<file path="config.mk">
export PLATFORM = sky130hd
export DESIGN_NAME = ned_back
export DESIGN_NICKNAME = d
export VERILOG_FILES = /design/src/hdl/ned_pkg.sv /design/src/hdl/ned_back.sv
export SDC_FILE = /design/constraint.sdc
export NUM_CORES = 2
export LEC_CHECK = 0
export BUFFER_PORTS_ARGS = -buffer_cell sky130_fd_sc_hd__buf_2
export CAP_MARGIN = 10
export CORE_MARGIN = 2
export CORE_UTILIZATION = 28
export CTS_BUF_LIST = sky130_fd_sc_hd__clkbuf_16
export CTS_CLUSTER_SIZE = 40
export DETAILED_ROUTE_END_ITERATION = 8
export HOLD_SLACK_MARGIN = 0.15
export MAX_ROUTING_LAYER = met4
export SYNTH_ARGS = -nofsm -noshare
export SYNTH_HDL_FRONTEND = slang
export SYNTH_SLANG_ARGS = --single-unit
</file>
<file path="constraint.sdc">
create_clock -name clk -period 10.2 [get_ports clk]
set_input_delay 1.02 -clock clk [delete_from_list [all_inputs] [get_ports clk]]
set_output_delay 1.02 -clock clk [all_outputs]
set_load 0.01 [all_outputs]
</file>
<file path="src/hdl/ned_pkg.sv">
// ----------------------------------------------------------------------------
// ned_pkg
// Shared types, codes and helpers for the 3x3 neighborhood edge detector.
// ----------------------------------------------------------------------------
`default_nettype none
package ned_pkg;

	localparam int DEF_MAX_WIDTH = 1024;
	localparam int PIX_W = 24;
	localparam int THR_W = 8;
	localparam int CFG_WIDTH_W = 11;
	localparam int CFG_HEIGHT_W = 16;
	localparam int ROW_W = 16;
	localparam int QUEUE_DEPTH = 4;

	localparam logic [CFG_WIDTH_W-1:0] RST_WIDTH = 11'd640;
	localparam logic [CFG_HEIGHT_W-1:0] RST_HEIGHT = 16'd480;
	localparam logic [THR_W-1:0] RST_THRESHOLD = 8'd0;

	localparam logic [PIX_W-1:0] WHITE_PIXEL = 24'hFFFFFF;
	localparam logic [PIX_W-1:0] BLACK_PIXEL = 24'h000000;

	// Item kinds on the input stream.
	localparam logic CMD_PIXEL = 1'b0;
	localparam logic CMD_FLUSH = 1'b1;

	// Configuration register indexes.
	localparam logic [1:0] REG_THRESHOLD = 2'd0;
	localparam logic [1:0] REG_WIDTH = 2'd1;
	localparam logic [1:0] REG_HEIGHT = 2'd2;

	// One window column plus the answer bookkeeping for the back end.
	typedef struct packed {
		logic             emit;
		logic             last;
		logic             ok_r0;
		logic             ok_r2;
		logic             ok_c0;
		logic             ok_c2;
		logic [PIX_W-1:0] up;
		logic [PIX_W-1:0] mid;
		logic [PIX_W-1:0] bot;
	} item_t;

	// Largest absolute channel difference between two RGB pixels.
	function automatic logic [7:0] pix_dist(input logic [PIX_W-1:0] a,
		input logic [PIX_W-1:0] b);
		logic [7:0] d;
		logic [7:0] x;
		logic [7:0] y;
		logic [7:0] m;
		m = 8'd0;
		for (int c = 0; c < 3; c++) begin
			x = a[c*8 +: 8];
			y = b[c*8 +: 8];
			d = (x > y) ? (x - y) : (y - x);
			if (d > m) m = d;
		end
		return m;
	endfunction

endpackage
`default_nettype wire

</file>
<file path="src/hdl/ned_back.sv">
// ----------------------------------------------------------------------------
// ned_back
// Shifts columns into the 3x3 window, compares the center with its in-bounds
// neighbors and holds the answer in an output register.
// ----------------------------------------------------------------------------
`default_nettype none
module ned_back (
	input  wire                        clk,
	input  wire                        arst_n,
	input  wire                        q_valid,
	output logic                       q_ready,
	input  ned_pkg::item_t             q_item,
	input  wire  [ned_pkg::THR_W-1:0]  threshold,
	output logic                       out_valid,
	input  wire                        out_ready,
	output logic                       out_edge,
	output logic [ned_pkg::PIX_W-1:0]  out_pixel,
	output logic                       out_last
);

	logic [ned_pkg::PIX_W-1:0] win_q [3][3];
	logic       v_s1, last_s1;
	logic [2:0] okr_s1, okc_s1;
	logic       pop, s1_hold, load, edge_hit;

	assign s1_hold = v_s1 && out_valid && !out_ready;
	assign q_ready = !s1_hold;
	assign pop     = q_valid && q_ready;
	assign load    = v_s1 && !s1_hold;

	// Window shift and answer flags; only emitting columns keep the stage.
	always_ff @(posedge clk or negedge arst_n) begin
		if (!arst_n) begin
			v_s1 <= 1'b0;
			for (int r = 0; r < 3; r++) begin
				for (int c = 0; c < 3; c++) win_q[r][c] <= '0;
			end
		end else if (pop) begin
			v_s1 <= q_item.emit;
			for (int r = 0; r < 3; r++) begin
				win_q[r][0] <= win_q[r][1];
				win_q[r][1] <= win_q[r][2];
			end
			win_q[0][2] <= q_item.up;
			win_q[1][2] <= q_item.mid;
			win_q[2][2] <= q_item.bot;
		end else if (load) begin
			v_s1 <= 1'b0;
		end
	end

	always_ff @(posedge clk) begin
		if (pop) begin
			last_s1 <= q_item.last;
			okr_s1  <= {q_item.ok_r2, 1'b1, q_item.ok_r0};
			okc_s1  <= {q_item.ok_c2, 1'b1, q_item.ok_c0};
		end
	end

	// Nine distance compares against the center pixel.
	always_comb begin
		edge_hit = 1'b0;
		for (int r = 0; r < 3; r++) begin
			for (int c = 0; c < 3; c++) begin
				if (okr_s1[r] && okc_s1[c] &&
					(ned_pkg::pix_dist(win_q[1][1], win_q[r][c]) > threshold))
					edge_hit = 1'b1;
			end
		end
	end

	// Output register.
	always_ff @(posedge clk or negedge arst_n) begin
		if (!arst_n) begin
			out_valid <= 1'b0;
		end else if (load) begin
			out_valid <= 1'b1;
		end else if (out_ready) begin
			out_valid <= 1'b0;
		end
	end

	always_ff @(posedge clk) begin
		if (load) begin
			out_edge  <= edge_hit;
			out_pixel <= edge_hit ? ned_pkg::BLACK_PIXEL : ned_pkg::WHITE_PIXEL;
			out_last  <= last_s1;
		end
	end

endmodule
`default_nettype wire

</file>
# Yosys cells after proc, flatten, opt, wreduce, memory -nomap -nowiden

Cells that the tools add are included.

Add/sub/neg operators: 51
$lt $le $gt $ge: 60
Mux-type cells: 65
Reductions and logical operators: 20

Operators with widths:

| kind                                                                             | number |
|---|---|
| 8-bit greater-than comparator                                                    | 51 |
| 8-bit 2-to-1 mux                                                                 | 51 |
| 8-bit subtractor                                                                 | 51 |
| 8-bit by 1-bit greater-than comparator with 1-bit output (second input constant) | 9 |
| 24-bit 2-to-1 mux                                                                | 1 |
| 1-bit logical AND                                                                | 16 |
| 1-bit 2-to-1 mux                                                                 | 13 |
| 2-bit nonzero test                                                               | 2 |
| 1-bit zero test                                                                  | 2 |

Bits in registers: 249
Input port bits: 90
Output and inout port bits: 28
Logic and storage cells: 213

# Logic depth before layout (Yosys ltp)

Word-level depth: 20
Mapped depth: 38
Gate-level depth less buffers: 37

# Least setup slack after synthesis

Ideal clock, no wire load.

Path type: reg2reg
Start point: reg win_q[105] in the netlist's numbering
End point: reg out_edge, data pin
Setup time: 0.268 ns
Arrival time: 7.712 ns
Data required time: 9.932 ns
Path slack: 2.220 ns
Cell stages (with the launch flop): 33
Path buffers: 1
Period minus slack after synthesis: 7.980 ns
Path through: dfrtp_1 inv_1 ha_1 nand2_1 or3_1 clkbuf_1 nand3_2 mux2i_1 o31ai_1 xor2_1 ha_1 and4_1 a221o_1 a21o_1 a21oi_1 a21oi_1 mux2_2 ha_1 and4_1 o21ai_0 nand3b_1 a21oi_1 nor2b_1 a2bb2oi_1 mux2_2 ha_1 a21o_1 a21o_1 a21oi_1 o21ai_0 o211a_1 o31ai_1 nand3_1

Cells in the longest elaborated chain, start to end: 17
Elaborated cells between the ends (all ways): 95
Classes of those cells: add/sub: 17; order compare: 35; mux: 35; reduce/logical: 8

Ends and longest elaborated chain:

| item                                                                     | RTL line       | text |
|---|---|---|
| start: declaration                                                       | ned_back.sv:21 | `logic [ned_pkg::PIX_W-1:0] win_q [3][3];` |
| start signal: indexed assignment                                         | ned_back.sv:41 | `win_q[r][0] <= win_q[r][1];` |
| start signal: indexed assignment                                         | ned_back.sv:42 | `win_q[r][1] <= win_q[r][2];` |
| 8-bit subtractor / 8-bit greater-than comparator (equally long branches) | ned_pkg.sv:56  | `d = (x > y) ? (x - y) : (y - x);` |
| 8-bit 2-to-1 mux                                                         | ned_pkg.sv:56  |  |
| 8-bit greater-than comparator                                            | ned_pkg.sv:57  | `if (d > m) m = d;` |
| 8-bit 2-to-1 mux                                                         | ned_pkg.sv:57  |  |
| 8-bit greater-than comparator                                            | ned_pkg.sv:57  |  |
| 8-bit 2-to-1 mux                                                         | ned_pkg.sv:57  |  |
| 8-bit greater-than comparator                                            | ned_back.sv:66 | `(ned_pkg::pix_dist(win_q[1][1], win_q[r][c]) > threshold))` |
| 1-bit logical AND                                                        | ned_back.sv:65 | `if (okr_s1[r] && okc_s1[c] &&` |
| 1-bit 2-to-1 mux (8 in series)                                           | ned_back.sv:65 |  |
| 1-bit 2-to-1 mux (*)                                                     | ned_back.sv:65 |  |
| via edge_hit                                                             | ned_back.sv:24 | `logic pop, s1_hold, load, edge_hit;` |
| end signal: assignment                                                   | ned_back.sv:85 | `out_edge <= edge_hit;` |
| end: declaration                                                         | ned_back.sv:16 | `output logic out_edge,` |

Mark *: on every way through the listed nets, which the timed path passes. The rest lies on a longest branch.
A chain may end at the register's enable or synchronous reset.

# Final worst setup path

Start point: reg win_q[96] in the netlist's numbering
End point: reg out_edge, data pin

Cells in the longest elaborated chain, start to end: 19
Elaborated cells between the ends (all ways): 113
Classes of those cells: add/sub: 17; order compare: 44; mux: 44; reduce/logical: 8

Ends and longest elaborated chain:

| item                                                                     | RTL line |
|---|---|
| 8-bit subtractor / 8-bit greater-than comparator (equally long branches) | ned_pkg.sv:56 |
| 8-bit 2-to-1 mux                                                         | ned_pkg.sv:56 |
| 8-bit by 1-bit greater-than comparator with 1-bit output                 | ned_pkg.sv:57 |
| 8-bit 2-to-1 mux                                                         | ned_pkg.sv:57 |
| 8-bit greater-than comparator                                            | ned_pkg.sv:57 |
| 8-bit 2-to-1 mux                                                         | ned_pkg.sv:57 |
| 8-bit greater-than comparator                                            | ned_pkg.sv:57 |
| 8-bit 2-to-1 mux                                                         | ned_pkg.sv:57 |
| 8-bit greater-than comparator                                            | ned_back.sv:66 |
| 1-bit logical AND                                                        | ned_back.sv:65 |
| 1-bit 2-to-1 mux (8 in series)                                           | ned_back.sv:65 |
| 1-bit 2-to-1 mux (*)                                                     | ned_back.sv:65 |
| via edge_hit                                                             | ned_back.sv:24 |

Marks and branches as above.

==> flow_summary.html <==
<table>
<tr><th>Metric</th><th>Value</th></tr>
<tr><th colspan="2">Floorplanning</th></tr>
<tr><td>Row count</td><td>roughly 120</td></tr>
<tr><td>Placeable core region</td><td>about 100000 sq um</td></tr>
<tr><td>DIE AREA</td><td>106900 sq um</td></tr>
<tr><td>Width of the chip</td><td>between 300 and 400 um</td></tr>
<tr><td>Die outline height</td><td>about 330 um</td></tr>
<tr><td>Top Ports</td><td>118</td></tr>
<tr><td>Effective utilization at floorplan</td><td>between 20% and 30%</td></tr>
<tr><th colspan="2">Synth</th></tr>
<tr><td>Net count after synthesis</td><td>4192</td></tr>
<tr><td>Cell with the most instances after synthesis</td><td>ha_1</td></tr>
<tr><td>Share of synthesized area spent on multiplexers</td><td>7.778%</td></tr>
<tr><td>Ys flop type</td><td>dfrtp_1</td></tr>
<tr><td>Post-synth cell types</td><td>about 90</td></tr>
<tr><td>Register bit count reported by yosys</td><td>approximately 230</td></tr>
<tr><td>Simple-gate area share of the yosys netlist</td><td>a little under an eighth</td></tr>
<tr><td>Parity-gate share of the synthesized area counting xor and xnor cells</td><td>~4.3%</td></tr>
<tr><td>Dominant cells by area after synthesis</td><td>ha_1 (24%), dfrtp_1 (19%), mux2i_1 (5.8%)</td></tr>
<tr><td>Area share of the largest cell type after synthesis</td><td>a little under a quarter</td></tr>
<tr><td>Number of enable-type register cells in the synthesized netlist</td><td>8</td></tr>
<tr><td>Warning count from the yosys run</td><td>0</td></tr>
<tr><td>Ranking of synthesized cells by instance count</td><td>ha_1 (552), inv_1 (426), o21ai_0 (336)</td></tr>
<tr><td>Post-Synth Adder-Cell Area</td><td>a little over a quarter</td></tr>
<tr><td>Instance count of the mapped netlist</td><td>between 3000 and 4000</td></tr>
<tr><td>Cell taking the most area after synthesis</td><td>ha_1</td></tr>
<tr><td>Summed instance area of the synthesized netlist</td><td>29210 sq um</td></tr>
<tr><td>Asr flop ratio synth</td><td>a little over nine tenths</td></tr>
<tr><td>Dominant combinational cell family by area after synthesis</td><td>adder cells</td></tr>
<tr><td>Register area share after synthesis</td><td>around a fifth</td></tr>
<tr><td>Area fraction in compound gates after synthesis</td><td>roughly 22%</td></tr>
<tr><td>Syn_area_per_cell</td><td>8.342 sq um</td></tr>
<tr><th colspan="2">Clock tree</th></tr>
<tr><td>Number of levels in the clock H-tree</td><td>2</td></tr>
<tr><td>Number of clock sinks seen by CTS</td><td>226</td></tr>
<tr><td>Number of buffers added by the clock tree synthesis step</td><td>35</td></tr>
<tr><td>Buffer count from post-CTS setup fixing</td><td>0</td></tr>
<tr><td>Clock Tree Buf Depth</td><td>3</td></tr>
<tr><td>Total of cells resized after clock tree synthesis</td><td>0</td></tr>
<tr><td>Latest clock arrival within the worst-skew pair</td><td>0.58 ns</td></tr>
<tr><td>CTS Root Cell</td><td>clkbuf_16</td></tr>
<tr><td>Hold buffer count at CTS</td><td>0</td></tr>
<tr><td>TritonCTS clock tree</td><td>done</td></tr>
<tr><td>CTS clock-pin slew for the worst setup and hold paths</td><td>approximately 0.060 ns</td></tr>
<tr><th colspan="2">Setup path</th></tr>
<tr><td>Critical Path Sink Type</td><td>flip-flop</td></tr>
<tr><td>Required time of the critical path</td><td>around 11 ns</td></tr>
<tr><td>Sort of element at the start of the critical path</td><td>flip-flop</td></tr>
<tr><td>Reg-to-reg setup timing slack</td><td>roughly 1.6 ns</td></tr>
<tr><td>Most frequent CP cell</td><td>ha_1</td></tr>
<tr><td>Data arrival, critical path</td><td>about 9 ns</td></tr>
<tr><td>Worst Reg2Reg Path Length in Cells</td><td>35</td></tr>
<tr><td>Delay contributed by the slowest stage of the critical path</td><td>just under 0.8 ns</td></tr>
<tr><td>Start of the worst register-to-register path</td><td>win_q[96]</td></tr>
<tr><td>Worst reg2reg endpoint</td><td>out_edge</td></tr>
<tr><td>Maximum fanout along the worst path</td><td>14</td></tr>
<tr><td>Max stage delay cell, worst path</td><td>a211oi_2</td></tr>
<tr><td>WS Path Type</td><td>reg2reg</td></tr>
<tr><th colspan="2">Timing</th></tr>
<tr><td>Number of setup violations in the final report</td><td>0</td></tr>
<tr><td>Worst clock skew</td><td>0.03422 ns</td></tr>
<tr><td>Worst slew margin relative to its limit</td><td>between 20 and 30%</td></tr>
<tr><td>Transition time of the tightest slew-check pin</td><td>around 1.1 ns</td></tr>
<tr><td>Sum of negative setup slack</td><td>0 ns</td></tr>
<tr><td>RSZ-0062 raised after global routing</td><td>no</td></tr>
<tr><td>Final Cycle Share</td><td>a little over four fifths</td></tr>
<tr><td>Final hold violation count</td><td>0</td></tr>
<tr><td>Max frequency</td><td>about 0.12 GHz</td></tr>
<tr><td>Min Tclk post-route</td><td>around 8.6 ns</td></tr>
<tr><td>Final Slew Violations</td><td>0</td></tr>
<tr><th colspan="2">Global routing</th></tr>
<tr><td>Largest net degree at the start of global routing</td><td>160</td></tr>
<tr><td>Wire length of the first global-routing pass</td><td>between 100000 and 150000 um</td></tr>
<tr><td>Vias in the first global route</td><td>approximately 24000</td></tr>
<tr><td>Global-route congestion overflow total</td><td>0</td></tr>
<tr><td>Global router's overall resource usage</td><td>17.55%</td></tr>
<tr><td>Number of antenna violations at the first check in global routing</td><td>3</td></tr>
<tr><th colspan="2">Run</th></tr>
<tr><td>Number of max-cap violations</td><td>0</td></tr>
<tr><th colspan="2">Final layout</th></tr>
<tr><td>Net count of the finished layout</td><td>roughly 4300</td></tr>
<tr><td>Share of post-route cells with drive strength above 1</td><td>around 9%</td></tr>
<tr><td>Layout-stage area growth over the synthesis result</td><td>10.94%</td></tr>
<tr><td>Area taken by flip-flops and latches</td><td>approximately 5700 sq um</td></tr>
<tr><td>Area used by multi-input combinational logic</td><td>approximately 21000 sq um</td></tr>
<tr><td>Final core utilization</td><td>31.32%</td></tr>
<tr><td>Total of fill cells in the finished design</td><td>approximately 11000</td></tr>
<tr><th colspan="2">Hold path</th></tr>
<tr><td>Beginning of the worst hold path</td><td>last_s1</td></tr>
<tr><td>Hold path endpoint</td><td>out_last</td></tr>
<tr><td>Hold Path Stages</td><td>0</td></tr>
<tr><td>Path class of the lowest-slack min-delay path</td><td>reg2reg</td></tr>
<tr><th colspan="2">Route</th></tr>
<tr><td>Number of nets still failing antenna checks after routing</td><td>0</td></tr>
<tr><td>Remaining DRCs</td><td>0</td></tr>
<tr><td>Detailed router's first-iteration violation count</td><td>~1800</td></tr>
<tr><td>Total routed wirelength</td><td>approximately 93000 um</td></tr>
<tr><td>Avg WL per Cell</td><td>~19 um</td></tr>
<tr><td>First-pass iteration count of the detailed router</td><td>6</td></tr>
<tr><td>Detailed-route vias per instance</td><td>about 5</td></tr>
<tr><td>Via Count</td><td>approximately 25000</td></tr>
<tr><th colspan="2">Place</th></tr>
<tr><td>IO buf count</td><td>approximately 120</td></tr>
<tr><td>Detail Placement HPWL</td><td>~75000 um</td></tr>
<tr><td>Placer's final routability congestion estimate</td><td>0.9327</td></tr>
<tr><th colspan="2">Outcome</th></tr>
<tr><td>Outcome</td><td>completed</td></tr>
</table>
[layout make-up]
class	count	area share [%]
Multi-Input combinational cell	2717	65.69
Sequential cell	226	17.57
Tap cell	1380	5.327
Inverter	427	4.968
Timing Repair Buffer	162	2.918
Clock buffer	36	2.779
Clock inverter	28	0.7180
Antenna cell	3	0.02316
[cells in the final DEF (no fill, tap or decap), drive strengths merged, types with 10 or more instances in the layout]
master and instances:
a31oi 20, mux2 50, o31ai 14, dfrtp 218
nor2 116, nand4 59, o21bai 31, nand2 335
nor3 23, o21ai 344, o21a 26, and2 22
or2 14, a21oi 263, o211ai 24, or3 14
buf 162, xnor2 94, inv 432, a211oi 32
a21o 124, o22ai 13, clkinv 16, nand3 47
and4 11, clkbuf 36, ha 552, o211a 10
fa 48, nor2b 44, xor2 47, nand2b 21
a221oi 19, and3 18, mux2i 170
[worst max path at each step]
stage | to | startpoint | slack (ns) | depth (start not counted)
after detailed placement | out_edge | win_q[96] | 1.68 | 35
after floorplan | out_edge | win_q[105] | 2.22 | 32
after global routing | out_edge | win_q[96] | 0.93 | 35
final | out_edge | win_q[96] | 1.63 | 35
after CTS | out_edge | win_q[96] | 1.64 | 35
after global placement | out_edge | win_q[104] | 1.71 | 34
[per-layer routing]
layer | vias to the layer above | track usage, % | part of all wire (%)
met5 | - | - | 0
met4 | 0 | 4.936 | 2.8
met3 | 125 | 1.520 | 4.3
met2 | 651 | 27.77 | 45
met1 | 12030 | 23.90 | 48
li1 | 12420 | - | -
[registers in the layout, summed over array words and instances (netlist names)]
register and count:
last_s1 1, okc_s1 2, okr_s1 2, out_edge 1, out_last 1, out_pixel 1
out_valid 1, v_s1 1, win_q 216
[critical path: cells and delay by family (launching register included)]
family                     cells  cell delay [ns]
DFF                            1             0.36
buffers and inverters          5             1.15
AOI/OAI and AO/OA             16             3.68
and+or+nand+nor                6             0.77
muxes                          2             0.56
xor gates and xnor gates       1             0.22
adders and majority gates      5             1.53
[stage by stage]
step	std cells	cell area, sq um	hold slack, ns	setup WS, ns
final	4979	32410	0.4201	1.626
after global routing	4976	32400	0.4272	0.9296
after CTS	4976	32400	0.4261	1.644
after detailed placement	4912	31270	0.4115	1.684
after global placement	4912	31270	0.4013	1.705
after floorplan	3502	29210	0.4003	2.220
[logic make-up after synthesis]
kind of cell | after synthesis
AO/OA/AOI/OAI | 1014
AND/OR/NAND/NOR | 742
adder cells (fa/ha/maj) | 600
buffers and inverters | 559
flip-flops | 226
multiplexers | 220
XOR/XNOR | 141
Power is left out: the tool's default activity adds up to more than one toggle a clock period on the data nets, which glitch-free logic cannot reach.
