===== src/hdl/ned_pkg.sv =====
// ----------------------------------------------------------------------------
// ned_pkg
// Shared types, codes and helpers for the 3x3 neighborhood edge detector.
// ----------------------------------------------------------------------------
`default_nettype none
package ned_pkg;

	localparam int DEF_MAX_WIDTH = 1024;
	localparam int PIX_W = 24;
	localparam int THR_W = 8;
	localparam int CFG_WIDTH_W = 11;
	localparam int CFG_HEIGHT_W = 16;
	localparam int ROW_W = 16;
	localparam int QUEUE_DEPTH = 4;

	localparam logic [CFG_WIDTH_W-1:0] RST_WIDTH = 11'd640;
	localparam logic [CFG_HEIGHT_W-1:0] RST_HEIGHT = 16'd480;
	localparam logic [THR_W-1:0] RST_THRESHOLD = 8'd0;

	localparam logic [PIX_W-1:0] WHITE_PIXEL = 24'hFFFFFF;
	localparam logic [PIX_W-1:0] BLACK_PIXEL = 24'h000000;

	// Item kinds on the input stream.
	localparam logic CMD_PIXEL = 1'b0;
	localparam logic CMD_FLUSH = 1'b1;

	// Configuration register indexes.
	localparam logic [1:0] REG_THRESHOLD = 2'd0;
	localparam logic [1:0] REG_WIDTH = 2'd1;
	localparam logic [1:0] REG_HEIGHT = 2'd2;

	// One window column plus the answer bookkeeping for the back end.
	typedef struct packed {
		logic             emit;
		logic             last;
		logic             ok_r0;
		logic             ok_r2;
		logic             ok_c0;
		logic             ok_c2;
		logic [PIX_W-1:0] up;
		logic [PIX_W-1:0] mid;
		logic [PIX_W-1:0] bot;
	} item_t;

	// Largest absolute channel difference between two RGB pixels.
	function automatic logic [7:0] pix_dist(input logic [PIX_W-1:0] a,
		input logic [PIX_W-1:0] b);
		logic [7:0] d;
		logic [7:0] x;
		logic [7:0] y;
		logic [7:0] m;
		m = 8'd0;
		for (int c = 0; c < 3; c++) begin
			x = a[c*8 +: 8];
			y = b[c*8 +: 8];
			d = (x > y) ? (x - y) : (y - x);
			if (d > m) m = d;
		end
		return m;
	endfunction

endpackage
`default_nettype wire


===== src/hdl/ned_queue.sv =====
// ----------------------------------------------------------------------------
// ned_queue
// Short first-in first-out queue of window columns between front and back.
// ----------------------------------------------------------------------------
`default_nettype none
module ned_queue (
	input  wire             clk,
	input  wire             arst_n,
	input  wire             s_valid,
	output logic            s_ready,
	input  ned_pkg::item_t  s_item,
	output logic            m_valid,
	input  wire             m_ready,
	output ned_pkg::item_t  m_item
);

	localparam int AW = $clog2(ned_pkg::QUEUE_DEPTH);

	ned_pkg::item_t mem_q [ned_pkg::QUEUE_DEPTH];
	logic [AW-1:0]  wptr_q, rptr_q;
	logic [AW:0]    cnt_q;
	logic           wr, rd;

	assign s_ready = (32'(cnt_q) < ned_pkg::QUEUE_DEPTH);
	assign m_valid = (cnt_q != '0);
	assign wr      = s_valid && s_ready;
	assign rd      = m_valid && m_ready;
	assign m_item  = mem_q[rptr_q];

	// Pointers and fill level.
	always_ff @(posedge clk or negedge arst_n) begin
		if (!arst_n) begin
			wptr_q <= '0;
			rptr_q <= '0;
			cnt_q  <= '0;
		end else begin
			if (wr) wptr_q <= wptr_q + AW'(1);
			if (rd) rptr_q <= rptr_q + AW'(1);
			if (wr && !rd) cnt_q <= cnt_q + (AW+1)'(1);
			else if (rd && !wr) cnt_q <= cnt_q - (AW+1)'(1);
		end
	end

	// Entry storage.
	always_ff @(posedge clk) begin
		if (wr) mem_q[wptr_q] <= s_item;
	end

endmodule
`default_nettype wire


===== config.mk =====
export PLATFORM = sky130hd
export DESIGN_NAME = ned_queue
export DESIGN_NICKNAME = d
export VERILOG_FILES = /design/src/hdl/ned_pkg.sv /design/src/hdl/ned_queue.sv
export SDC_FILE = /design/constraint.sdc
export NUM_CORES = 1
export LEC_CHECK = 0
export ABC_AREA = 1
export BUFFER_PORTS_ARGS = -buffer_cell sky130_fd_sc_hd__buf_4
export CAP_MARGIN = 20
export CORE_UTILIZATION = 52
export DETAILED_ROUTE_END_ITERATION = 8
export GPL_ROUTABILITY_DRIVEN = 0
export GPL_TIMING_DRIVEN = 0
export PLACE_DENSITY_LB_ADDON = 0.2
export SLEW_MARGIN = 15
export SYNTH_ARGS = -nofsm -noshare
export SYNTH_HDL_FRONTEND = slang
export SYNTH_SLANG_ARGS = --single-unit

===== constraint.sdc =====
create_clock -name clk -period 4.5 [get_ports clk]
set_input_delay 0.45 -clock clk [delete_from_list [all_inputs] [get_ports clk]]
set_output_delay 0.45 -clock clk [all_outputs]
set_load 0.01 [all_outputs]

# Word-level counts from Yosys, hierarchy flattened
# Memories as Yosys holds them, arrays and structs flattened.
# Index checks and enable logic that the tools add are counted.
# W data, S select, Z words.
[classes]
n_addsub = 4
reduce_logical = 8
muxes = 4
magnitude_cmp = 1
[op_table]
columns = ["cell", "count"]
rows = [
  ["$mux W3", 2],
  ["$add A2 B1 Y2 const B", 2],
  ["$logic_and A1 B1 Y1", 4],
  ["$add A3 B1 Y3 const B", 1],
  ["$lt A3 B3 Y1 const B", 1],
  ["$reduce_bool A3 Y1", 1],
  ["$sub A3 B1 Y3 const B", 1],
  ["$logic_not A1 Y1", 2],
  ["$mux W1", 2],
  ["$reduce_bool A2 Y1", 1],
]
[totals]
wordCells = 21
register_bits = 7
output_inout_bits = 80
memories = 1
input_bits = 82
ram_bits = 312
[memory_table]
columns = ["memory", "depth", "width", "read_ports", "rd_ports_with_merged_regs", "wr", "line_no", "rtl"]
rows = [
  ["mem_q", 4, 78, 1, 0, 1, "ned_queue.sv:19", "ned_pkg::item_t mem_q [ned_pkg::QUEUE_DEPTH];"],
]

# Depth between registers and ports, before layout
# Gate-level depths: netlist (run 1).
[depth]
depth_word = 6
ltp_mapped = 11
depth_no_buf = 11

# Worst setup path before layout (run 1)
# OpenSTA, ideal clock, no wires.
[synth_timing]
path_type = "reg-to-reg"
startpoint = "register cnt_q[2]"
endpoint = "memory mem_q[0][0] in the netlist's numbering (enable)"
path_buffers = 0
synth_period_minus_slack_ns = 4.437
arrival_ns = 3.922
t_required_ns = 3.985
setup_ns = 0.515
path_stages_with_launch = 4
setup_slack_ns = 0.063
cell_sequence = "dfrtp_1 > inv_1 > nand2_1 > nor2_1"
[synth_via]
elab_chain_cells = 4
[synth_lines]
columns = ["item", "line_no", "rtl"]
rows = [
  ["from (decl)", "ned_queue.sv:21", "logic [AW:0] cnt_q;"],
  ["from (signal assigned)", "ned_queue.sv:39", "if (wr && !rd) cnt_q <= cnt_q + (AW+1)'(1);"],
  ["from (signal assigned)", "ned_queue.sv:40", "else if (rd && !wr) cnt_q <= cnt_q - (AW+1)'(1);"],
  ["$lt A3 B3 Y1", "ned_queue.sv:24", "assign s_ready = (32'(cnt_q) < ned_pkg::QUEUE_DEPTH);"],
  ["net s_ready", "ned_queue.sv:10", "output logic s_ready,"],
  ["$logic_and A1 B1 Y1", "ned_queue.sv:26", "assign wr = s_valid && s_ready;"],
  ["$mux W1", "ned_queue.sv:46", "if (wr) mem_q[wptr_q] <= s_item;"],
  ["$mux W1 (implied by the code)", "ned_queue.sv:46", ""],
  ["to (decl)", "ned_queue.sv:19", ""],
]
# The timed path passes the listed nets, and every way through them passes these cells.

==> results of run 1 <==
## Yosys cell counts
library cell  number
ha_1               5
dfrtp_1            7
buf_6             11
clkbuf_1          10
nand3_1            3
buf_2             23
xnor2_1            1
edfxtp_1         312
nand2_1          251
nand4_1            1
nor2_1             5
fa_1               1
o211ai_1         156
inv_4              1
buf_4              7
inv_1            168
o21ai_0            1
inv_2              1
xor2_1             1
## final cells by class
cell class | count | area share [%]
repair buffers | 175 | 9.63
plain buffers | 51 | 2.08
clock inverters | 17 | 0.933
multi-input cells | 425 | 14.5
inverters | 170 | 4.05
clock buffers | 44 | 6.02
flip-flops and latches | 319 | 60.3
well taps | 319 | 2.52
## critical path: stages, from the launching register on
cell and delay (ns):
dfrtp_1 0.41, inv_2 0.18, buf_6 0.20, buf_2 0.27, nand2_1 0.09, o211ai_1 0.10
nand2_1 0.11, buf_4 0.16
## registers in the layout, summed over array words and instances, names as in the netlist
register,count
mem_q,312
cnt_q,3
rptr_q,2
wptr_q,2
## report_power, final
| part | internal (µW) | total (µW) | switching [µW] |
|---|---|---|---|
| Combinational | 1550 | 3850 | 2300 |
| Sequential | 3780 | 3880 | 105 |
| Clock | 1660 | 2700 | 1040 |
## worst min path at each step
stage / startpoint / to / slack (ns) / depth (start not counted)
global placement: arst_n / cnt_q[2] / 0.27 / 1
floorplan: arst_n / cnt_q[0] / 0.15 / 0
CTS: s_item[57] / mem_q[2][57] / 0.14 / 1
detailed placement: arst_n / cnt_q[2] / 0.27 / 1
global route: s_item[14] / mem_q[2][14] / 0.14 / 1
finish: s_item[57] / mem_q[2][57] / 0.15 / 1
## cell families (layout without fill, tap and decap cells)
group | Yosys count | count (layout) | share of synthesized area (%)
compound gates | 157 | 157 | 9.21
xor+xnor | 2 | 2 | 0.137
fa+ha+maj | 6 | 6 | 0.647
buf+inv | 221 | 457 | 7.59
flops | 319 | 319 | 74.7
simple gates | 260 | 260 | 7.69
## per-layer routing
metal / vias up / global-route usage, %
li1: 3789 / -
met1: 3619 / 27.3
met2: 214 / 34.6
met3: 52 / 3.45
met4: 0 / 6.97
met5: - / 0
## through the flow
| stage | std cells | TNS [ns] |
|---|---|---|
| floorplan | 965 | 0 |
| global placement | 1445 | -772.40 |
| detailed placement | 1458 | 0 |
| CTS | 1520 | 0 |
| global route | 1520 | 0 |
| finish | 1520 | 0 |
==> results.py, run 1 <==
metrics = {
    "cts": {
        "cts_resized": 0,
        "htree_levels": 2,
        "post_cts_buffers": 0,
        "clk_pin_slew_worst_paths_ns": 0.06,
        "clk_latency_ns": 0.50,
        "cts_root_buf": "clkbuf_16",
        "cts_tree": "done",
        "cts-hold-fix-buffers": 1,
        "clock-sinks": 319,
        "clk_path_buf_depth": 3,
        "cts-buffers-inserted": 34,
    },
    "floorplanning": {
        "start_util_pct": 53.8,
        "num_rows": 56,
        "die_y_um": 159,
        "core_mm2": 0.0238,
        "die_w_um": 159,
        "io_pins": 162,
        "die_area_mm2": 0.0252,
    },
    "cells_and_area": {
        "antenna-diode-count": 0,
        "final_common_cell": "edfxtp_1",
        "areaGrowthSynthToFinish_pct": 23.9,
        "most-common-layout-cells": "312 x edfxtp_1, 251 x nand2_1, 168 x buf_4, 168 x inv_1, 156 x o211ai_1",
        "ff_latch_area_mm2": 0.00954,
        "fin_nets": 1264,
        "drive_gt1_share_pct": 22.1,
        "n_fill_cell": 1688,
        "multiInputGateArea_mm2": 0.00229,
        "fin_area_mm2": 0.0158,
        "fin_util_pct": 66.6,
    },
    "synthesis": {
        "synth_top_area_share_pct": 73.4,
        "synth_top_area_cell": "edfxtp_1",
        "netlist_area_mm2": 0.0128,
        "ys_seq_area_share_pct": 74.7,
        "synth_nets": 1053,
        "ys_top_cells_by_area": "edfxtp_1 73%, o211ai_1 9.2%, nand2_1 7.4%",
        "post_synth_num_cell_types": 19,
        "ys_ff_latch": 319,
        "synth_area_per_cell_um2": 13.2,
        "netlist_instances": 965,
        "yosysWarnings": 0,
    },
    "sta": {
        "setup_slack_ns": 2.03,
        "clock_skew_ns": 0.0107,
        "relSlewSlack_pct": 51.8,
        "hold_slack_ns": 0.151,
        "rsz0062_at_grt": "false",
        "hold_viol": 0,
        "fin_crit_ns": 2.47,
        "setup_violations": 0,
        "worstMarginPinSlew_ns": 0.722,
        "fin_crit_sh_pct": 54.9,
        "slew_violations": 0,
        "timing.fmax_mhz": 405,
    },
    "grt": {
        "grt_pass1_vias": 7463,
        "track_usage_pct": 20.6,
        "antenna_found_initial": 0,
        "grt_pass1_wl_mm": 39.9,
        "grt_max_degree": 26,
        "grt_overflow": 0,
    },
    "worst_setup_path": {
        "r2r-start": "cnt_q[2]",
        "r2r_setup_slack_ns": 2.27,
        "worstPathRequired_ns": 4.05,
        "critical_path_class": "register to output port",
        "crit_path_end_kind": "output port",
        "worstReg2RegEnd": "mem_q[1][7]",
        "start_kind": "register",
        "r2r_cells": 5,
        "crit_fanout": 10,
        "endpoint": "m_item[20]",
        "startpoint": "rptr_q[0]",
        "worstPathArrival_ns": 2.02,
    },
    "power_and_ir_drop": {
        "leakage_uw": 0.00642,
        "p_per_area_mw_per_mm2": 659,
        "vdd_ir_drop_max_v": 0.000543,
        "power_uw": 10400,
    },
    "drt": {
        "wl_met2_mm": 12.8,
        "routed_wl_mm": 25.9,
        "route.detailed.drc": 0,
        "drt-met1-wl_mm": 11.2,
        "routedWlPerCell_um": 17.0,
        "wl_met3_mm": 1.28,
        "drtPass1Iterations": 4,
        "highest_layer": "met4",
        "drtAntennaViolNets": 0,
        "drt-vias-per-instance": 5.05,
        "drtIter0Drc": 440,
        "vias": 7674,
    },
    "placed_design": {
        "hpwl_mm": 16.5,
        "dpl-instance-area_mm2": 0.0147,
        "dp_worst_setup_slack_ns": 2.24,
        "place.port_buffers": 161,
    },
    "job": {
        "maxCapViolCount": 0,
    },
    "outcome": {
        "status": "finished, final reports clean",
    },
    "min_path": {
        "worstHoldPathType": "input pin to register",
    },
}
Power figures use the tool's default switching activity.
==> run 2, diff against run 1 <==
clock period = 2.1 ns   (was 4.5 ns; I/O delays follow)
==> run 2 against run 1 <==
Effect of this change:
- the run now ends with negative setup slack left
- flip-flop and latch count unchanged
- register-to-register slack got worse by 2.1 ns
- first-iteration DRC count increased by 10%
- critical path type unchanged
- hold slack got worse by 0.10 ns
- count of clock-buffer cells in the layout decreased by 5
- combinational power increased to 2.6 times the previous value
- sequential power increased by 110%
==> results.py, run 2 (synthesized netlist as in run 1, its figures left out) <==
metrics = {
    "cells_and_area": {
        "largest_register_ffs": 312,
        "areaGrowthSynthToFinish_pct": 34.1,
        "antenna-diode-count": 0,
        "regMostFlops": "mem_q",
        "instances_no_fill": 1605,
        "top_regs": "mem_q: 312 flops, cnt_q: 3 flops",
        "drive_gt1_share_pct": 23.6,
        "most-common-layout-cells": "312 x edfxtp_1, 234 x nand2_1, 165 x inv_1",
        "fin_nets": 1355,
        "final_common_cell": "edfxtp_1",
        "n_fill_cell": 1541,
        "fin_area_mm2": 0.0171,
    },
    "sta": {
        "worstMarginPinSlew_ns": 0.652,
        "clock_skew_ns": 0.00909,
        "slew_violations": 0,
        "fin_crit_sh_pct": 101,
        "setup_slack_ns": -0.0306,
        "setup_violations": 25,
        "fin_crit_ns": 2.13,
        "finalSetupTns_ns": -0.225,
        "hold_viol": 0,
        "rsz0062_at_grt": "true",
        "timing.fmax_mhz": 469,
        "relSlewSlack_pct": 56.5,
    },
    "drt": {
        "drtAntennaViolNets": 0,
        "routedWlPerCell_um": 17.7,
        "drtPass1Iterations": 4,
        "drtIter0Drc": 484,
        "route.detailed.drc": 0,
        "vias": 8203,
        "drt-vias-per-instance": 5.11,
        "routed_wl_mm": 28.4,
    },
    "placed_design": {
        "dp_cells": 1458,
        "place.port_buffers": 161,
        "hpwl_mm": 16.6,
        "dpl-instance-area_mm2": 0.0147,
        "dp_worst_setup_slack_ns": -0.0254,
    },
    "grt": {
        "grt_overflow": 0,
        "grt_pass1_wl_mm": 43.1,
        "grt_pass1_vias": 8018,
        "antenna_found_initial": 0,
        "grt_max_degree": 25,
        "track_usage_pct": 22.0,
    },
    "worst_setup_path": {
        "crit_family": "buffers and inverters",
        "critical_path_class": "register to output port",
        "start_kind": "register",
        "path_buf_inv": 5,
        "crit_fanout": 10,
        "crit_top_cell": "buf_12",
        "worstPathArrival_ns": 1.92,
        "worstPathRequired_ns": 1.89,
        "path_cells": "inv_4 -> buf_12 -> clkbuf_16 -> buf_12 -> o211ai_1 -> nand2_1 -> buf_4",
        "slowest_delay_ns": 0.39,
        "cp_slowest_cell": "dfrtp_1",
        "crit_path_end_kind": "output port",
    },
    "floorplanning": {
        "die_w_um": 159,
        "die_y_um": 159,
        "core_mm2": 0.0238,
        "num_rows": 56,
        "io_pins": 162,
        "start_util_pct": 53.8,
        "die_area_mm2": 0.0252,
    },
    "power_and_ir_drop": {
        "p_per_area_mw_per_mm2": 1370,
        "vdd_ir_drop_max_v": 0.000894,
        "leakage_uw": 0.00697,
        "power_uw": 23500,
    },
    "cts": {
        "clk_pin_slew_worst_paths_ns": 0.06,
        "clk_latency_ns": 0.54,
        "cts-buffers-inserted": 31,
        "cts_root_buf": "clkbuf_16",
        "cts_tree": "done",
        "clk_path_buf_depth": 3,
        "clock-sinks": 319,
        "htree_levels": 1,
    },
    "min_path": {
        "worstHoldPathType": "input pin to asynchronous set/reset pin",
    },
    "outcome": {
        "violations": "negative setup slack",
        "status": "finished, violations left",
    },
    "job": {
        "maxCapViolCount": 0,
    },
}
==> run 2: cell count changes in the layout (fill, tap and decap cells not counted), moves of 17 or more <==
cell | before | now
buf_2 | 23 | 6
buf_4 | 168 | 143
dlygate4sd3_1 | 1 | 80
buf_6 | 11 | 36
nand2_1 | 251 | 234
==> run 2: path summary, 6_finish.rpt <==
kind / startpoint / to / slack (ns) / cells past startpoint
worst max-delay path: rptr_q[0] / m_item[30] / -0.03 / 7
worst min-delay path: arst_n / cnt_q[2] / 0.05 / 2
worst max register to register: wptr_q[0] / mem_q[2][63] / 0.16 / 6
worst min register to register: cnt_q[2] / cnt_q[2] / 0.50 / 2
max in group asynchronous: arst_n / cnt_q[1] / 1.92 / 2
min in group clk: s_valid / wptr_q[0] / 0.10 / 3
==> run 2: what timing repair did <==
| action | 4_1_cts | 5_1_grt |
|---|---|---|
| gates resized for setup | 57 | 79 |
| pin swaps | 4 | 33 |
| cloned | 2 | 5 |
| endpoints found under the hold margin | 320 | 0 |
| buffers inserted | 4 | 4 |
| hold buffers | 80 | 0 |
| setup endpoints to repair | 95 | 95 |
==> run 2: through the flow <==
stage / hold slack (ns) / utilization (%)
4_1_cts: 0.0447 / 70.3
5_1_grt: 0.0563 / 72.1
3_5_place_dp: 0.0323 / 62.0
3_3_place_gp: 0.0295 / 60.7
2_1_floorplan: -0.0856 / -
6_report: 0.0471 / 72.1
==> run 2: area by class of cell <==
cell class	count	area, µm²	area share (%)
inverter	170	646	3.77
multi-input combinational	426	2360	13.8
timing repair buffer	268	2650	15.5
sequential	319	9540	55.7
clock buffer	39	806	4.70
tap	319	399	2.33
clock inverter	13	110	0.643
buffer	51	612	3.57
==> run 2: routing by layer <==
layer | share of wire, % | global-route usage (%) | vias to the layer above
met1 | 44 | 30.0 | 3975
met3 | 4.9 | 2.80 | 36
li1 | - | - | 3969
met2 | 50 | 37.4 | 223
met4 | 1.6 | 6.00 | 0
met5 | 0 | 0 | -
==> run 2: report_power, final <==
part / leakage [µW] / switching (µW) / internal (µW)
Sequential: 0.00293 / 236 / 8100
Combinational: 0.00360 / 5470 / 4630
Clock: 0.000445 / 2160 / 2920
Total: 0.00697 / 7860 / 15600
==> run 3, diff against run 2 <==
--- a/config.mk
+++ b/config.mk
@@ -10,2 +10,3 @@
 export CAP_MARGIN = 20
+export CORE_ASPECT_RATIO = 1.25
 export CORE_UTILIZATION = 52
--- a/constraint.sdc
+++ b/constraint.sdc
@@ -3,2 +3,2 @@
 set_output_delay 0.21 -clock clk [all_outputs]
-set_load 0.01 [all_outputs]
+set_load 0.1 [all_outputs]
==> run 3 against run 2 <==
Effect of this change:
- die area is essentially flat
- final cell count grew 0.44%
- the flow still finishes with violations (negative setup slack)
- utilization grew 2.4 points
- largest cell class unchanged
- non-clock buffer count shrank 1
- sequential share of layout area shrank 2.1 points
- via count shrank 0.60%
- setup slack lost 0.057 ns
==> results.py, run 3 (synthesized netlist as in run 1, its figures left out) <==
metrics = {
    "outcome": {
        "status": "finished, violations left",
        "violations": "negative setup slack",
    },
    "cts": {
        "cts-buffers-inserted": 30,
        "clock-sinks": 319,
        "clk_path_buf_depth": 3,
        "clk_latency_ns": 0.54,
        "cts_root_buf": "clkbuf_16",
        "cts_tree": "done",
        "htree_levels": 1,
        "clk_pin_slew_worst_paths_ns": 0.06,
    },
    "sta": {
        "setup_slack_ns": -0.0879,
        "fin_crit_ns": 2.19,
        "hold_viol": 0,
        "worstMarginPinSlew_ns": 0.655,
        "fin_crit_sh_pct": 104,
        "setup_violations": 49,
        "clock_skew_ns": 0.0111,
        "relSlewSlack_pct": 56.2,
        "timing.fmax_mhz": 457,
        "slew_violations": 0,
        "rsz0062_at_grt": "true",
    },
    "drt": {
        "routedWlPerCell_um": 17.8,
        "drt-vias-per-instance": 5.06,
        "route.detailed.drc": 0,
        "routed_wl_mm": 28.7,
        "drt-met1-wl_mm": 11.3,
        "drtAntennaViolNets": 0,
        "vias": 8154,
        "drtIter0Drc": 472,
        "wl_met2_mm": 15.3,
        "wl_met3_mm": 1.45,
        "highest_layer": "met4",
        "drtPass1Iterations": 5,
    },
    "worst_setup_path": {
        "crit_family": "buffers and inverters",
        "crit_path_end_kind": "output port",
        "slowest_delay_ns": 0.43,
        "start_kind": "register",
        "critical_path_class": "register to output port",
        "path_cells": "clkinv_4 -> buf_12 -> buf_8 -> nand2_1 -> o211ai_1 -> nand2_1 -> buf_12",
        "path_buf_inv": 4,
        "worstPathRequired_ns": 1.89,
        "worstPathArrival_ns": 1.98,
        "r2r_setup_slack_ns": 0.13,
        "crit_fanout": 10,
        "cp_slowest_cell": "dfrtp_2",
    },
    "floorplanning": {
        "die_y_um": 177,
        "num_rows": 63,
        "die_area_mm2": 0.0252,
        "core_mm2": 0.0239,
        "start_util_pct": 53.5,
        "io_pins": 162,
        "die_w_um": 142,
    },
    "grt": {
        "antenna_found_initial": 0,
        "grt_overflow": 0,
        "grt_pass1_vias": 8307,
        "grt_pass1_wl_mm": 43.2,
        "track_usage_pct": 22.6,
        "grt_max_degree": 26,
    },
    "cells_and_area": {
        "fin_nets": 1353,
        "drive_gt1_share_pct": 23.5,
        "antenna-diode-count": 0,
        "final_common_cell": "edfxtp_1",
        "top_regs": "mem_q: 312 flops, cnt_q: 3 flops",
        "areaGrowthSynthToFinish_pct": 39.3,
        "fin_area_mm2": 0.0178,
        "regMostFlops": "mem_q",
        "largest_register_ffs": 312,
        "most-common-layout-cells": "312 x edfxtp_1, 243 x nand2_1, 167 x inv_1",
        "n_fill_cell": 1450,
    },
    "job": {
        "maxCapViolCount": 0,
    },
    "min_path": {
        "worstHoldPathType": "input pin to asynchronous set/reset pin",
    },
    "placed_design": {
        "hpwl_mm": 16.9,
        "place.port_buffers": 161,
        "dpl-instance-area_mm2": 0.0148,
    },
}
==> run 3: path summary, 6_finish.rpt <==
| check | to | cells after the start | from |
|---|---|---|---|
| min reg2reg | cnt_q[2] | 2 | cnt_q[2] |
| min in group clk | wptr_q[0] | 3 | s_valid |
| max reg2reg | mem_q[2][61] | 6 | wptr_q[0] |
| min | rptr_q[1] | 2 | arst_n |
| max in group asynchronous | rptr_q[0] | 2 | arst_n |
| max | m_item[50] | 7 | rptr_q[0] |
==> run 3: metrics by stage <==
| step | instances | setup TNS [ns] | utilization [%] | hold slack (ns) | setup WS, ns |
|---|---|---|---|---|---|
| global placement | 1451 | -320.76 | 60.4 | 0.0286 | -1.09 |
| global route | 1612 | -8.03 | 74.5 | 0.0387 | -0.167 |
| CTS | 1602 | -3.37 | 72.3 | 0.0308 | -0.0964 |
| finish | 1612 | -1.22 | 74.5 | 0.0444 | -0.0879 |
| floorplan | 965 | -141.93 | - | -0.0856 | -0.469 |
| detailed placement | 1465 | -0.0583 | 61.9 | 0.0286 | -0.00384 |
==> run 3: per-layer routing <==
metal | track usage, % | vias up
li1 | - | 3967
met1 | 27.5 | 3897
met2 | 41.0 | 241
met3 | 3.25 | 49
met4 | 7.71 | 0
met5 | 0 | -
==> run 3: what timing repair did <==
item	CTS	global route
gates resized for setup	190	79
hold buffers	80	0
hold endpoints to repair	320	0
gates cloned	0	9
setup buffers	3	4
pin swaps	3	22
endpoints found under the setup margin	100	109
==> run 3: cell type report <==
class	instances	area [µm²]	share of cell area [%]
Sequential cell	319	9550	53.7
Timing Repair inverter	1	6.26	0.0352
Clock buffer	33	783	4.40
Multi-Input combinational cell	425	2310	13.0
Clock inverter	21	210	1.18
Timing Repair Buffer	269	3280	18.5
Buffer	49	582	3.27
Tap cell	325	407	2.29
Inverter	170	654	3.68
Power of run 3 is left out: the tool's default activity adds up to more than one toggle a clock period on the data nets, which glitch-free logic cannot reach.
